===== src/sv/balanced_tree_separator_select_macros.svh =====
// Assertion macros shared by the separator select RTL.
// Needs clk and arst_n in the scope where a macro is used.
`ifndef BALANCED_TREE_SEPARATOR_SELECT_MACROS_SVH
`define BALANCED_TREE_SEPARATOR_SELECT_MACROS_SVH

// same-cycle implication
`define BTSS_IMPLIES(lbl, ante, cons, msg) \
	lbl: assert property (@(posedge clk) disable iff (!arst_n) (ante) |-> (cons)) \
		else $error(msg);

// next-cycle implication
`define BTSS_NEXT(lbl, ante, cons, msg) \
	lbl: assert property (@(posedge clk) disable iff (!arst_n) (ante) |=> (cons)) \
		else $error(msg);

`endif


===== src/sv/btss_pkg.sv =====
// Package for the separator select block: payload types, cell links, FSM states.
// No dependencies.
`timescale 1ns / 1ps
`default_nettype none

package btss_pkg;

	localparam int VAL_W      = 32;
	localparam int BUDGET_W   = 6;
	localparam int APB_DATA_W = 32;
	localparam int APB_ADDR_W = 3;

	localparam logic REG_LEVEL_BUDGET = 1'b0;

	typedef struct packed {
		logic signed [VAL_W-1:0] value;
		logic                    last_value;
	} in_item_t;

	typedef struct packed {
		logic signed [VAL_W-1:0] separator;
		logic                    last_separator;
	} sep_item_t;

	typedef struct packed {
		logic                    vld;
		logic signed [VAL_W-1:0] val;
	} cell_link_t;

	typedef struct packed {
		logic ins;
		logic shift;
		logic clr;
	} cell_ctl_t;

	typedef struct packed {
		logic rank_vld;
		logic done;
	} rg_stat_t;

	typedef enum logic [1:0] {
		RG_IDLE,
		RG_WALK,
		RG_EMIT,
		RG_DONE
	} rg_state_t;

	typedef enum logic {
		PH_LOAD,
		PH_SEL
	} ph_state_t;

endpackage

`default_nettype wire


===== src/sv/btss_cell.sv =====
// One cell of the sorting row: holds a value, inserts in order, shifts toward cell 0.
// Depends on btss_pkg.
`timescale 1ns / 1ps
`default_nettype none

module btss_cell (
	input  wire                              clk,
	input  wire                              arst_n,
	input  wire btss_pkg::cell_ctl_t         ctl,
	input  wire signed [btss_pkg::VAL_W-1:0] new_val,
	input  wire btss_pkg::cell_link_t        left,
	input  wire                              left_gt,
	input  wire btss_pkg::cell_link_t        right,
	output btss_pkg::cell_link_t             own,
	output logic                             gt
);
	import btss_pkg::*;

	logic                    vld_q;
	logic signed [VAL_W-1:0] val_q;

	// invalid cells act as +infinity
	assign gt  = !vld_q || (val_q > new_val);
	assign own = '{vld: vld_q, val: val_q};

	always_ff @(posedge clk or negedge arst_n) begin
		if (!arst_n) begin
			vld_q <= 1'b0;
		end else if (ctl.clr) begin
			vld_q <= 1'b0;
		end else if (ctl.shift) begin
			vld_q <= right.vld;
		end else if (ctl.ins) begin
			if (left_gt) begin
				vld_q <= left.vld;
			end else if (gt) begin
				vld_q <= 1'b1;
			end
		end
	end

	always_ff @(posedge clk) begin
		if (ctl.shift) begin
			val_q <= right.val;
		end else if (ctl.ins) begin
			if (left_gt) begin
				val_q <= left.val;
			end else if (gt) begin
				val_q <= new_val;
			end
		end
	end

endmodule

`default_nettype wire


===== config.mk =====
export PLATFORM = sky130hd
export DESIGN_NAME = btss_cell
export DESIGN_NICKNAME = d
export VERILOG_FILES = /design/src/sv/balanced_tree_separator_select_macros.svh /design/src/sv/btss_pkg.sv /design/src/sv/btss_cell.sv
export SDC_FILE = /design/constraint.sdc
export NUM_CORES = 1
export LEC_CHECK = 0
export BUFFER_PORTS_ARGS = -buffer_cell sky130_fd_sc_hd__buf_2
export CAP_MARGIN = 5
export CORE_MARGIN = 2
export CORE_UTILIZATION = 35
export DETAILED_ROUTE_END_ITERATION = 6
export PLACE_DENSITY = 0.65
export SETUP_SLACK_MARGIN = 0.2
export SKIP_CTS_REPAIR_TIMING = 1
export SLEW_MARGIN = 25
export SYNTH_ARGS = -nofsm -noshare
export SYNTH_HDL_FRONTEND = slang
export SYNTH_SLANG_ARGS = --single-unit

===== constraint.sdc =====
create_clock -name clk -period 7.4 [get_ports clk]
set_input_delay 0.37 -clock clk [delete_from_list [all_inputs] [get_ports clk]]
set_output_delay 0.37 -clock clk [all_outputs]
set_load 0.01 [all_outputs]

After elaboration in Yosys (flattened, before gate mapping)

Cells that the tools add are included.

Bits in registers: 33
Word-level logic and storage cells: 20
Output and inout bits: 34
Input port bits: 104

Mux-type cells: 9
Reductions and logical operators: 8
$lt $le $gt $ge: 1

Operators with widths:

| kind                           | number |
|---|---|
| 2-to-1 mux 32 bit              | 4 |
| greater-than comparator 32 bit | 1 |
| nonzero test 3 bit             | 2 |
| 2-to-1 mux 1 bit               | 5 |
| AND reduction 2 bit            | 2 |
| nonzero test 4 bit             | 1 |
| nonzero test 2 bit             | 1 |
| logical NOT 1 bit              | 1 |
| logical OR 1 bit               | 1 |

Longest topological paths before layout

Depth after elaboration: 7
Gate-level depth with buffers: 7
Depth with buffers taken out: 7

Worst setup path after synthesis

Ideal clock, no wire load.

Kind: reg2reg
From: register val_q[31]
To: register val_q[0] (enable)
Data required time: 7.025 ns
Setup time: 0.375 ns
Path buffers: 0
Slack: 4.662 ns
Period minus slack after synthesis: 2.738 ns
Data arrival time: 2.364 ns
Stages on the path, launching flop included: 7
Cell sequence: edfxtp_1 ha_1 nand4_1 or4_4 o41ai_2 o31a_2 o32a_2

Word-level cells in the longest chain between the ends: 4

Ends and longest elaborated chain:

| element                        | RTL line        | source |
|---|---|---|
| start: declaration             | btss_cell.sv:20 | `logic signed [VAL_W-1:0] val_q;` |
| start signal: assignment       | btss_cell.sv:44 | `val_q <= right.val;` |
| start signal: assignment       | btss_cell.sv:47 | `val_q <= left.val;` |
| start signal: assignment       | btss_cell.sv:49 | `val_q <= new_val;` |
| greater-than comparator 32 bit | btss_cell.sv:23 | `assign gt = !vld_q \|\| (val_q > new_val);` |
| logical OR 1 bit               | btss_cell.sv:23 |  |
| nonzero test 3 bit (no line)   | n/a             |  |
| AND reduction 2 bit (no line)  | n/a             |  |

No other way between the ends.
A chain may end at the register's enable or synchronous reset.

Final worst setup path

From: register val_q[31]
To: register val_q[4] (enable)

Same word-level chain as after synthesis.

==> metrics.txt <==
total negative slack=0 ns; Post-DP Area=3290 um2; core region area=~7000 um2; crit path capture type=flop; crit path DAT=2.89 ns; critical path fanouts, max=32; global-route wire length before repair=just over 10 mm; syn_nets=about 400; Worst-Margin Slew=just over 1 ns; FP Rows=31; Synth Area per Inst=approximately 9.5 um2; clk_lat worst skew=0.28 ns; drt via density=between 4 and 5; critical path class=flop to flop; leakage=between 1.5 and 2 nW; RSZ-0062 raised after global routing=false; Sink Count=33; Starting Density=0.355; most frequent cells in the layout=buf_2, nand2_1, o21ai_0; CP cell instances=ha_1 -> nand4_1 -> or4_4 -> o41ai_2 -> o31a_2 -> o32a_2; Max VDD drop=between 0.08 and 0.09 mV; MaxCap Viol Count=0; # diodes=0; Layout area overhead=33.8%; num ports=approximately 140; Final Hold Fails=0; detailed router's first-iteration violation count=63; clk_skew=approximately 0.0066 ns; Slew Viols, Final=0; R2R setup slack=between 4 and 5 ns; Multi-input gate area=between 1000 and 1500 um2; mapped cell area=between 2000 and 3000 um2; CTS max path bufs=2; Die Span Y=between 80 and 90 um; GRT Total Usage=0.163; pwr/cell area=between 150 and 200 nW/um2; Synth Register Bits=33; gpl congestion=0.769; Slew HR=0.319; worst min-delay path class=primary input to flop; critical path required time=~7.3 ns; H-tree levels=2; most common cell after layout, fill and taps aside=buf_2; Setup WS pre-CTS=~4.3 ns; register area share after synthesis=0.389; chip width=89.1 um; # fillers=around 720; DRT Wirelength=6.37 mm; f_max=approximately 340 MHz; Residual DRC=0; post-synthesis cell type count=31; Root Buffer=clkbuf_8; Crit-path slowest cell=o32a_2; FF/Latch Area=approximately 1000 um2; Tcrit/Tclk final=0.403; total power=about 0.00053 W; cell count after synthesis=approximately 270; Worst setup SP type=flop; DR pass1 iterations=4; clk slew on worst S/H paths=roughly 0.06 ns; Routed wire per std cell=12.8 um; vias=about 2300; final net count=535; hpwl dp=just over 5 mm; antenna violations before repair=0; status=completed; die area=between 7000 and 8000 um2; layout cell share with drive strength beyond 1=0.373; post-route cell area=around 3400 um2; PortBufs=around 140; DRT antenna net count=0; TritonCTS buffer count=5; largest net degree at the start of global routing=69; CP peak stage delay=slightly below 0.7 ns; final worst slack=4.42 ns; CP bufs+invs=0; Largest delay share family, worst path=compound AO/OA/AOI/OAI gates; vias in the first global route=2287; Tmin final=roughly 3.0 ns; GRT overflow=0; Yosys Warn Count=0; Setup-failing EPs final=0; CTS tree=done
[registers in the layout, indices dropped and copies added (netlist names)]
| signal | cells |
|---|---|
| val_q | 32 |
| vld_q | 1 |
[stage by stage]
stage                     instances  hold slack [ns]  utilization
after CTS                       498           -0.159        0.473
after floorplan                 266           0.0744            -
after detailed placement        490            0.147        0.461
after global routing            499            0.237        0.475
final                           499            0.233        0.475
after global placement          490            0.146        0.461
[worst paths after layout]
path                                     startpoint            endpoint  cells past startpoint
worst min-delay path                         ctl[0]   vld_q$_DFFE_PN0P_                      2
worst min register to register    vld_q$_DFFE_PN0P_   vld_q$_DFFE_PN0P_                      4
min in group asynchronous                    arst_n   vld_q$_DFFE_PN0P_                      2
max in group asynchronous                    arst_n   vld_q$_DFFE_PN0P_                      2
worst max-delay path            val_q[31]$_DFFE_PP_  val_q[4]$_DFFE_PP_                      6
worst max register to register  val_q[31]$_DFFE_PP_  val_q[4]$_DFFE_PP_                      6
[kinds of logic (layout without fill, tap and decap cells)]
family,Yosys count,in the layout,share of synthesized area
AO/OA/AOI/OAI,63,63,0.148
flip-flops,33,33,0.389
buffers and inverters,47,181,0.0736
multiplexers,32,32,0.126
adder cells (fa/ha/maj),32,32,0.158
AND/OR/NAND/NOR,59,59,0.104
[metal layers]
metal  vias up  wire, um  track usage
met4         0        90       0.0475
met3         7       517       0.0508
met5         -         0            0
met1      1031      2610        0.183
met2        80      3150        0.297
li1       1220         -            -
[report_power, final]
group,total (W),switching (W),internal [W]
Sequential,0.000241,0.0000107,0.000230
Clock,0.000138,0.0000617,0.0000758
Combinational,0.000156,0.0000830,0.0000733
[final cells by class]
class	instances	share of cell area
clock buffer	8	0.0266
inverter	35	0.0388
multi-input combinational	186	0.401
sequential	33	0.291
tap	99	0.0365
timing repair buffer	138	0.206
[cells in the mapped netlist]
cell type | n | area (um2)
o21a_1 | 2 | 15.0
o2111a_1 | 1 | 11.3
buf_4 | 2 | 15.0
dfrtp_1 | 1 | 25.0
ha_1 | 32 | 400
mux2i_1 | 32 | 320
or4_4 | 1 | 11.3
nand4_1 | 8 | 50.1
nor2b_1 | 1 | 6.26
inv_1 | 35 | 131
o2111ai_1 | 1 | 8.76
nor4_1 | 1 | 6.26
or2_2 | 2 | 12.5
nor2_1 | 5 | 18.8
nand3_1 | 1 | 5.00
o22ai_1 | 2 | 12.5
o21ai_0 | 37 | 185
o32a_2 | 1 | 11.3
buf_2 | 2 | 10.0
nand2_1 | 39 | 146
a2111oi_0 | 1 | 8.76
a211oi_1 | 3 | 22.5
or4_1 | 1 | 7.51
edfxtp_1 | 32 | 961
o211ai_1 | 1 | 7.51
a21o_1 | 1 | 7.51
a21oi_1 | 10 | 50.1
o31a_2 | 1 | 10.0
o41ai_2 | 1 | 16.3
o2bb2ai_1 | 1 | 8.76
clkbuf_1 | 8 | 30.0
Note: power is estimated with default switching activity, not from simulation.
