--- config.mk ---
export PLATFORM = sky130hd
export DESIGN_NAME = btss_rank_gen
export DESIGN_NICKNAME = d
export VERILOG_FILES = /design/src/sv/btss_pkg.sv /design/src/sv/btss_rank_gen.sv
export VERILOG_INCLUDE_DIRS = /design/src /design/src/sv
export SDC_FILE = /design/constraint.sdc
export NUM_CORES = 1
export LEC_CHECK = 0
export BUFFER_PORTS_ARGS = -buffer_cell sky130_fd_sc_hd__buf_2
export CORE_ASPECT_RATIO = 1.25
export CORE_UTILIZATION = 45
export CTS_CLUSTER_DIAMETER = 120
export DETAILED_ROUTE_END_ITERATION = 10
export HOLD_SLACK_MARGIN = 0.12
export PLACE_DENSITY = 0.62
export SETUP_SLACK_MARGIN = 0.2
export SLEW_MARGIN = 5
export SYNTH_ARGS = -nofsm -noshare
export SYNTH_HDL_FRONTEND = slang
export SYNTH_SLANG_ARGS = --single-unit
--- constraint.sdc ---
create_clock -name clk -period 4.8 [get_ports clk]
set_input_delay 0.96 -clock clk [delete_from_list [all_inputs] [get_ports clk]]
set_output_delay 0.96 -clock clk [all_outputs]
set_load 0.005 [all_outputs]
--- src/sv/balanced_tree_separator_select_macros.svh ---
// Assertion macros shared by the separator select RTL.
// Needs clk and arst_n in the scope where a macro is used.
`ifndef BALANCED_TREE_SEPARATOR_SELECT_MACROS_SVH
`define BALANCED_TREE_SEPARATOR_SELECT_MACROS_SVH

// same-cycle implication
`define BTSS_IMPLIES(lbl, ante, cons, msg) \
	lbl: assert property (@(posedge clk) disable iff (!arst_n) (ante) |-> (cons)) \
		else $error(msg);

// next-cycle implication
`define BTSS_NEXT(lbl, ante, cons, msg) \
	lbl: assert property (@(posedge clk) disable iff (!arst_n) (ante) |=> (cons)) \
		else $error(msg);

`endif

--- src/sv/btss_pkg.sv ---
// Package for the separator select block: payload types, cell links, FSM states.
// No dependencies.
`timescale 1ns / 1ps
`default_nettype none

package btss_pkg;

	localparam int VAL_W      = 32;
	localparam int BUDGET_W   = 6;
	localparam int APB_DATA_W = 32;
	localparam int APB_ADDR_W = 3;

	localparam logic REG_LEVEL_BUDGET = 1'b0;

	typedef struct packed {
		logic signed [VAL_W-1:0] value;
		logic                    last_value;
	} in_item_t;

	typedef struct packed {
		logic signed [VAL_W-1:0] separator;
		logic                    last_separator;
	} sep_item_t;

	typedef struct packed {
		logic                    vld;
		logic signed [VAL_W-1:0] val;
	} cell_link_t;

	typedef struct packed {
		logic ins;
		logic shift;
		logic clr;
	} cell_ctl_t;

	typedef struct packed {
		logic rank_vld;
		logic done;
	} rg_stat_t;

	typedef enum logic [1:0] {
		RG_IDLE,
		RG_WALK,
		RG_EMIT,
		RG_DONE
	} rg_state_t;

	typedef enum logic {
		PH_LOAD,
		PH_SEL
	} ph_state_t;

endpackage

`default_nettype wire

--- src/sv/btss_rank_gen.sv ---
// Rank sequencer: in-order walk of the split tree with a small stack, one node per cycle
// unless a rank waits to be taken. Depends on btss_pkg and the assertion macro header.
`timescale 1ns / 1ps
`default_nettype none
`include "balanced_tree_separator_select_macros.svh"

module btss_rank_gen #(
	parameter int MAX_ITEMS  = 1024,
	parameter int MAX_LEVELS = 6,
	localparam int CW = $clog2(MAX_ITEMS + 1),
	localparam int LW = $clog2(MAX_LEVELS + 1),
	localparam int SW = (MAX_LEVELS > 1) ? $clog2(MAX_LEVELS) : 1
) (
	input  wire                           clk,
	input  wire                           arst_n,
	input  wire                           start,
	input  wire [CW-1:0]                  n,
	input  wire [btss_pkg::BUDGET_W-1:0]  k,
	input  wire                           take,
	output logic [CW-1:0]                 rank,
	output btss_pkg::rg_stat_t            stat
);
	import btss_pkg::*;

	rg_state_t state_q, state_nx;

	logic [CW-1:0]       lo_q, hi_q;
	logic [BUDGET_W-1:0] k_q;
	logic [LW-1:0]       lv_q;
	logic [LW-1:0]       sp_q;

	logic [CW-1:0]       stk_mid [MAX_LEVELS];
	logic [CW-1:0]       stk_hi  [MAX_LEVELS];
	logic [BUDGET_W-1:0] stk_k   [MAX_LEVELS];
	logic [LW-1:0]       stk_lv  [MAX_LEVELS];

	logic          node_ok;
	logic [CW:0]   sum;
	logic [CW-1:0] mid;
	logic [LW-1:0] sp_m1;
	logic [SW-1:0] top_idx;
	logic [SW-1:0] push_idx;
	logic          can_start;

	assign node_ok   = (k_q != '0) && (lo_q < hi_q) && (lv_q < LW'(MAX_LEVELS));
	assign sum       = {1'b0, lo_q} + {1'b0, hi_q} - (CW+1)'(1);
	assign mid       = sum[CW:1];
	assign sp_m1     = sp_q - LW'(1);
	assign top_idx   = sp_m1[SW-1:0];
	assign push_idx  = sp_q[SW-1:0];
	assign can_start = (state_q == RG_IDLE) || (state_q == RG_DONE);

	always_comb begin
		state_nx = state_q;
		unique case (state_q)
			RG_IDLE, RG_DONE: begin
				if (start) begin
					state_nx = RG_WALK;
				end
			end
			RG_WALK: begin
				if (!node_ok) begin
					state_nx = (sp_q == '0) ? RG_DONE : RG_EMIT;
				end
			end
			RG_EMIT: begin
				if (take) begin
					state_nx = RG_WALK;
				end
			end
			default: state_nx = RG_IDLE;
		endcase
	end

	always_comb begin
		stat.rank_vld = (state_q == RG_EMIT);
		stat.done     = (state_q == RG_DONE);
		rank          = stk_mid[top_idx];
	end

	always_ff @(posedge clk or negedge arst_n) begin
		if (!arst_n) begin
			state_q <= RG_IDLE;
			sp_q    <= '0;
		end else begin
			state_q <= state_nx;
			if (can_start && start) begin
				sp_q <= '0;
			end else if (state_q == RG_WALK && node_ok) begin
				sp_q <= sp_q + LW'(1);
			end else if (state_q == RG_EMIT && take) begin
				sp_q <= sp_m1;
			end
		end
	end

	always_ff @(posedge clk) begin
		if (can_start && start) begin
			lo_q <= '0;
			hi_q <= n;
			k_q  <= k;
			lv_q <= '0;
		end else if (state_q == RG_WALK && node_ok) begin
			// save right child, descend left
			stk_mid[push_idx] <= mid;
			stk_hi[push_idx]  <= hi_q;
			stk_k[push_idx]   <= k_q >> 1;
			stk_lv[push_idx]  <= lv_q + LW'(1);
			hi_q <= mid;
			k_q  <= k_q >> 1;
			lv_q <= lv_q + LW'(1);
		end else if (state_q == RG_EMIT && take) begin
			lo_q <= stk_mid[top_idx] + CW'(1);
			hi_q <= stk_hi[top_idx];
			k_q  <= stk_k[top_idx];
			lv_q <= stk_lv[top_idx];
		end
	end

	`BTSS_IMPLIES(a_rank_in_range, stat.rank_vld, rank < stk_hi[top_idx], "rank beyond its subrange")
	`BTSS_IMPLIES(a_emit_has_stack, stat.rank_vld, sp_q != '0, "rank offered with empty stack")
	`BTSS_NEXT(a_pop_depth, stat.rank_vld && take, sp_q == $past(sp_q) - LW'(1), "pop lost depth")

endmodule

`default_nettype wire
Word level (Yosys, flattened, before mapping):

Memories as Yosys holds them, arrays and structs flattened.
Cells that the tools add are included.

* add/sub/neg operators: 6
* order comparisons: 2
* eq/ne operators: 6
* multiplexer cells: 19
* bitwise operators: 1
* reductions and logical operators: 14

Operators with widths (number)
* 11-bit 2-to-1 mux: 3
* 6-bit 2-to-1 mux: 3
* 3-bit 2-to-1 mux: 5
* 11-bit by 11-bit adder with 12-bit output: 1
* 12-bit by 1-bit subtractor with 12-bit output, second input constant: 1
* 11-bit by 1-bit adder with 11-bit output, second input constant: 1
* 11-bit < comparator: 1
* 3-bit by 1-bit adder with 3-bit output, second input constant: 2
* 2-bit 2-to-1 mux: 3
* 2-bit inequality test, second input constant: 3
* 2-bit one-hot mux with 3 select lines: 1
* 6-bit nonzero test: 1
* 1-bit logical AND: 5
* 2-bit == test, second input constant: 2
* 1-bit 2-to-1 mux: 4
* 3-bit logical NOT: 1
* 3-bit < comparator, second input constant: 1
* 3-bit AND reduction: 1
* 3-bit nonzero test: 1
* 3-bit by 1-bit subtractor with 3-bit output, second input constant: 1
* 2-bit by 1-bit == test with 1-bit output, second input constant: 1
* 2-bit logical NOT: 1
* 2-bit AND reduction: 1
* 2-bit nonzero test: 1
* other kinds (3): 3

* register bits: 36
* bits in writable memories: 180
* bits of input ports: 21
* output and inout bits: 13
* logic and storage cells: 58
* memories: 4

Memories
* stk_hi: depth 6, bits a word 11, read ports 1, clocked after memory_dff 0, write ports 1, RTL line btss_rank_gen.sv:33 `logic [CW-1:0] stk_hi [MAX_LEVELS];`
* stk_mid: depth 6, bits a word 11, read ports 1, clocked after memory_dff 0, write ports 1, RTL line btss_rank_gen.sv:32 `logic [CW-1:0] stk_mid [MAX_LEVELS];`
* stk_k: depth 6, bits a word 5, read ports 1, clocked after memory_dff 0, write ports 1, RTL line btss_rank_gen.sv:34 `logic [BUDGET_W-1:0] stk_k [MAX_LEVELS];`
* stk_lv: depth 6, bits a word 3, read ports 1, clocked after memory_dff 0, write ports 1, RTL line btss_rank_gen.sv:35 `logic [LW-1:0] stk_lv [MAX_LEVELS];`

Depth between registers and ports, before layout:

* depth in word-level cells: 7
* gate-level depth with buffers: 15

Least setup slack after synthesis:

OpenSTA, ideal clock, no wires.

* kind: register to register
* start: register hi_q[6]
* end: memory stk_hi[2][0] (netlist name), enable pin
* data arrival time: 3972 ps
* data required time: 4345 ps
* path slack: 374 ps
* stages on the path, launching flop included: 10
* path buffers: 0
* cells stage by stage: edfxtp_1 -> inv_1 -> ha_1 -> inv_2 -> a21oi_2 -> o31ai_1 -> o21ai_4 -> a21oi_2 -> or4_4 -> nor3_1

* cells in the longest elaborated chain, start to end: 7

Ends and longest elaborated chain
* from (decl): RTL line btss_rank_gen.sv:27 `logic [CW-1:0] lo_q, hi_q;`
* from (signal assigned): RTL line btss_rank_gen.sv:100 `hi_q <= n;`
* from (signal assigned): RTL line btss_rank_gen.sv:109 `hi_q <= mid;`
* from (signal assigned): RTL line btss_rank_gen.sv:114 `hi_q <= stk_hi[top_idx];`
* 11-bit < comparator: RTL line btss_rank_gen.sv:45 `assign node_ok = (k_q != '0) && (lo_q < hi_q) && (lv_q < LW'(MAX_LEVELS));`
* 1-bit logical AND (2 in series): RTL line btss_rank_gen.sv:45
* 1-bit logical AND: RTL line btss_rank_gen.sv:103 `end else if (state_q == RG_WALK && node_ok) begin`
* 1-bit 2-to-1 mux: RTL line btss_rank_gen.sv:103
* 1-bit 2-to-1 mux: RTL line btss_rank_gen.sv:98 `if (can_start && start) begin`
* 1-bit 2-to-1 mux (implied by the code): RTL line btss_rank_gen.sv:106 `stk_hi[push_idx] <= hi_q;`
* to (decl): RTL line btss_rank_gen.sv:33

No other way between the ends.

Final worst setup path:

* start: register sp_q[0] (netlist: push_idx[0])
* end: output rank[2]

* cells in the longest elaborated chain, start to end: 2

Ends and longest elaborated chain
* from (decl): RTL line btss_rank_gen.sv:30 `logic [LW-1:0] sp_q;`
* from (signal assigned): RTL line btss_rank_gen.sv:90 `sp_q <= sp_q + LW'(1);`
* from (signal assigned): RTL line btss_rank_gen.sv:92 `sp_q <= sp_m1;`
* 3-bit by 1-bit subtractor with 3-bit output: RTL line btss_rank_gen.sv:48 `assign sp_m1 = sp_q - LW'(1);`
* memory 6 x 11 bit
* to (decl): RTL line btss_rank_gen.sv:20 `output logic [CW-1:0] rank,`

No other way between the ends.

==> results.py <==
metrics = {
    "clocking": {
        "clockBufferDepth": 3,
        "clkTransAtPathRegs_ns": 0.07,
        "cts.sink_count": 216,
        "cts_setup_buffers": 0,
        "postCtsResizedCells": 0,
        "holdBufCountCts": 0,
        "cts_tree": "done",
        "worstSkewPairLatency_ns": 0.49,
        "clock-root-buffer": "clkbuf_16",
        "h-tree-depth": 1,
        "cts_made_buffers": 21,
    },
    "layout": {
        "fin_area_mm2": 0.0111,
        "area_delta_synth_final_pct": 12.1,
        "drive_gt1_share_pct": 19.0,
        "fillers": 1781,
        "multiInputGateArea_mm2": 0.00325,
        "num_antenna_cells": 0,
        "seq_area_mm2": 0.00632,
        "nets": 786,
        "fin_util_pct": 51.5,
    },
    "sta": {
        "hold_viol": 0,
        "rsz0062_at_grt": "false",
        "fin_skew_ns": 0.0108,
        "max_freq_mhz": 242,
        "post-route-period-util_pct": 86.0,
        "slew-limit-headroom_pct": 27.9,
        "worst_slew_pin_slew_ns": 1.08,
        "tns_ns": 0,
        "period_minus_slack_ns": 4.13,
        "drv_slew": 0,
        "whs_ns": 0.285,
        "setup_viol": 0,
    },
    "synth": {
        "synth_edf_count": 197,
        "synth_seq_cells": 216,
        "synth_area_per_cell_um2": 14.5,
        "ys.flop_type": "edfxtp_1",
        "synthCells": 684,
        "synth_nets": 743,
        "yosys_warnings": 0,
        "synth_cell_types": 59,
        "yosysSeqAreaShare_pct": 63.6,
        "ys_async_sr_fraction_pct": 2.31,
        "syn_area_mm2": 0.00993,
    },
    "worst_setup_path": {
        "path_max_fanout": 34,
        "crit_required_ns": 3.84,
        "cp-start-kind": "flop",
        "arrival_ns": 3.17,
        "end_kind": "output port",
        "critical_path_class": "reg2out",
    },
    "flow_run": {
        "max-cap-violations": 0,
    },
    "detailed_routing": {
        "drc_errors": 0,
        "wire_per_inst_um": 21.5,
        "vias_per_cell": 5.79,
        "final_antenna_net_count": 0,
        "drt-total-wl_um": 21900,
        "vias": 5902,
        "first_iter_violations": 395,
        "drt_pass1_iterations": 5,
    },
    "floorplan": {
        "initial_utilization_pct": 45.9,
        "dieArea_mm2": 0.0227,
        "die_w_um": 135,
        "ioPinCount": 34,
        "fp.dieH_um": 168,
        "rows": 60,
        "core_area_mm2": 0.0216,
    },
    "grt": {
        "antenna_found_initial": 0,
        "grtUsageTotal_pct": 19.8,
        "grt_max_degree": 43,
        "grt_pass1_wl_um": 33600,
        "gr-total-overflow": 0,
        "grt_pass1_vias": 5965,
    },
    "outcome": {
        "outcome": "finished, final reports clean",
    },
    "placed_design": {
        "finalWeightedCongestion": 0.844,
        "dp_hpwl_um": 14600,
        "postPlaceCellArea_mm2": 0.0104,
        "port_buffers": 33,
    },
    "min_path": {
        "worst_hold_path_type": "in2async",
    },
}
==> worst max-delay path, stage by stage (launching register included) <==
cell     delay, ns
dfrtp_4       0.77
inv_1         0.26
ha_1          0.78
mux4_2        0.46
nand2_1       0.09
o21ai_0       0.14
buf_2         0.17
==> synth_stat cells (3+ instances only) <==
cell type	count	area, um2
nor2_1	34	128
o21ai_0	18	90.1
a211o_1	4	35.0
nor2b_1	3	18.8
a31oi_1	17	106
xnor2_1	9	78.8
a21oi_1	30	150
nand4_1	8	50.1
o21ai_1	7	35.0
o221ai_1	17	149
a21o_1	5	37.5
nor3_1	13	65.1
mux2i_1	30	300
ha_1	37	463
dfrtp_1	5	125
a211oi_1	8	60.1
edfxtp_1	197	5920
nand2_1	42	158
xor2_1	9	78.8
inv_1	46	173
buf_4	4	30.0
buf_2	12	60.1
nand3_1	24	120
clkbuf_1	11	41.3
mux4_2	30	676
dfxtp_1	14	280
buf_6	5	56.3
==> stage by stage <==
stage,setup WS [ns],instances
finish,0.673,1020
global route,0.454,1020
CTS,0.608,1020
detailed placement,1.15,983
global placement,1.18,983
floorplan,0.374,684
==> cell usage in the layout (no fill, tap or decap), types with 3 or more instances in the layout <==
| cell type | count |
|---|---|
| nor3_1 | 7 |
| a211oi_1 | 8 |
| buf_2 | 33 |
| ha_1 | 37 |
| clkbuf_16 | 21 |
| o221ai_1 | 17 |
| clkinv_2 | 5 |
| dfxtp_1 | 14 |
| bufinv_16 | 4 |
| a211o_1 | 4 |
| clkbuf_1 | 3 |
| a21o_1 | 5 |
| a21oi_1 | 30 |
| buf_4 | 21 |
| edfxtp_1 | 197 |
| o21ai_0 | 18 |
| nand3_1 | 24 |
| nand4_1 | 8 |
| xor2_1 | 9 |
| nor2b_1 | 3 |
| inv_1 | 46 |
| dfrtp_1 | 4 |
| o21ai_1 | 7 |
| nand2_1 | 42 |
| xnor2_1 | 9 |
| a31oi_1 | 17 |
| mux2i_1 | 30 |
| nor2_1 | 34 |
| mux4_2 | 30 |
| nor3_2 | 6 |
==> kinds of logic (layout without fill, tap and decap cells) <==
group                      after synthesis  after routing  synth area share, %
and+or+nand+nor                        136            136                 6.31
DFF                                    216            216                 63.6
buffers and inverters                   82            139                 4.11
AOI/OAI and AO/OA                      130            130                 9.12
adders and majority gates               38             38                 4.86
xor gates and xnor gates                20             20                 1.91
muxes                                   62             62                 10.1
==> state kept, by name, indices dropped and copies added (netlist names) <==
name      cells
push_idx      3
stk_lv       18
stk_mid      66
hi_q         11
state_q       2
stk_hi       66
stk_k        30
k_q           6
lo_q         11
lv_q          3
==> path summary, 6_finish.rpt <==
| kind | to | cells after the start | startpoint | slack [ns] |
|---|---|---|---|---|
| max in group asynchronous | push_idx[0] | 1 | arst_n | 4.34 |
| setup reg to reg | hi_q[10] | 12 | hi_q[1] | 1.38 |
| min in group clk | lv_q[0] | 2 | lv_q[0] | 0.55 |
| hold / removal | push_idx[2] | 1 | arst_n | 0.28 |
| hold reg to reg | lv_q[0] | 2 | lv_q[0] | 0.55 |
| setup / recovery | rank[2] | 6 | push_idx[0] | 0.67 |
==> cell type report <==
cell class / count / area share, %
well taps: 279 / 3.14
clock inverters: 13 / 1.57
flip-flops and latches: 216 / 56.8
multi-input cells: 386 / 29.1
clock buffers: 24 / 4.82
repair buffers: 54 / 2.90
inverters: 48 / 1.62
==> routing by layer <==
layer	track usage [%]	part of all wire [%]	up-vias
li1	-	-	2722
met1	26.2	43	3010
met2	34.3	51	139
met3	2.05	4.5	31
met4	6.11	1.8	0
met5	0	0	-
Power is left out: the tool's default activity adds up to more than one toggle a clock period on the data nets, which glitch-free logic cannot reach.
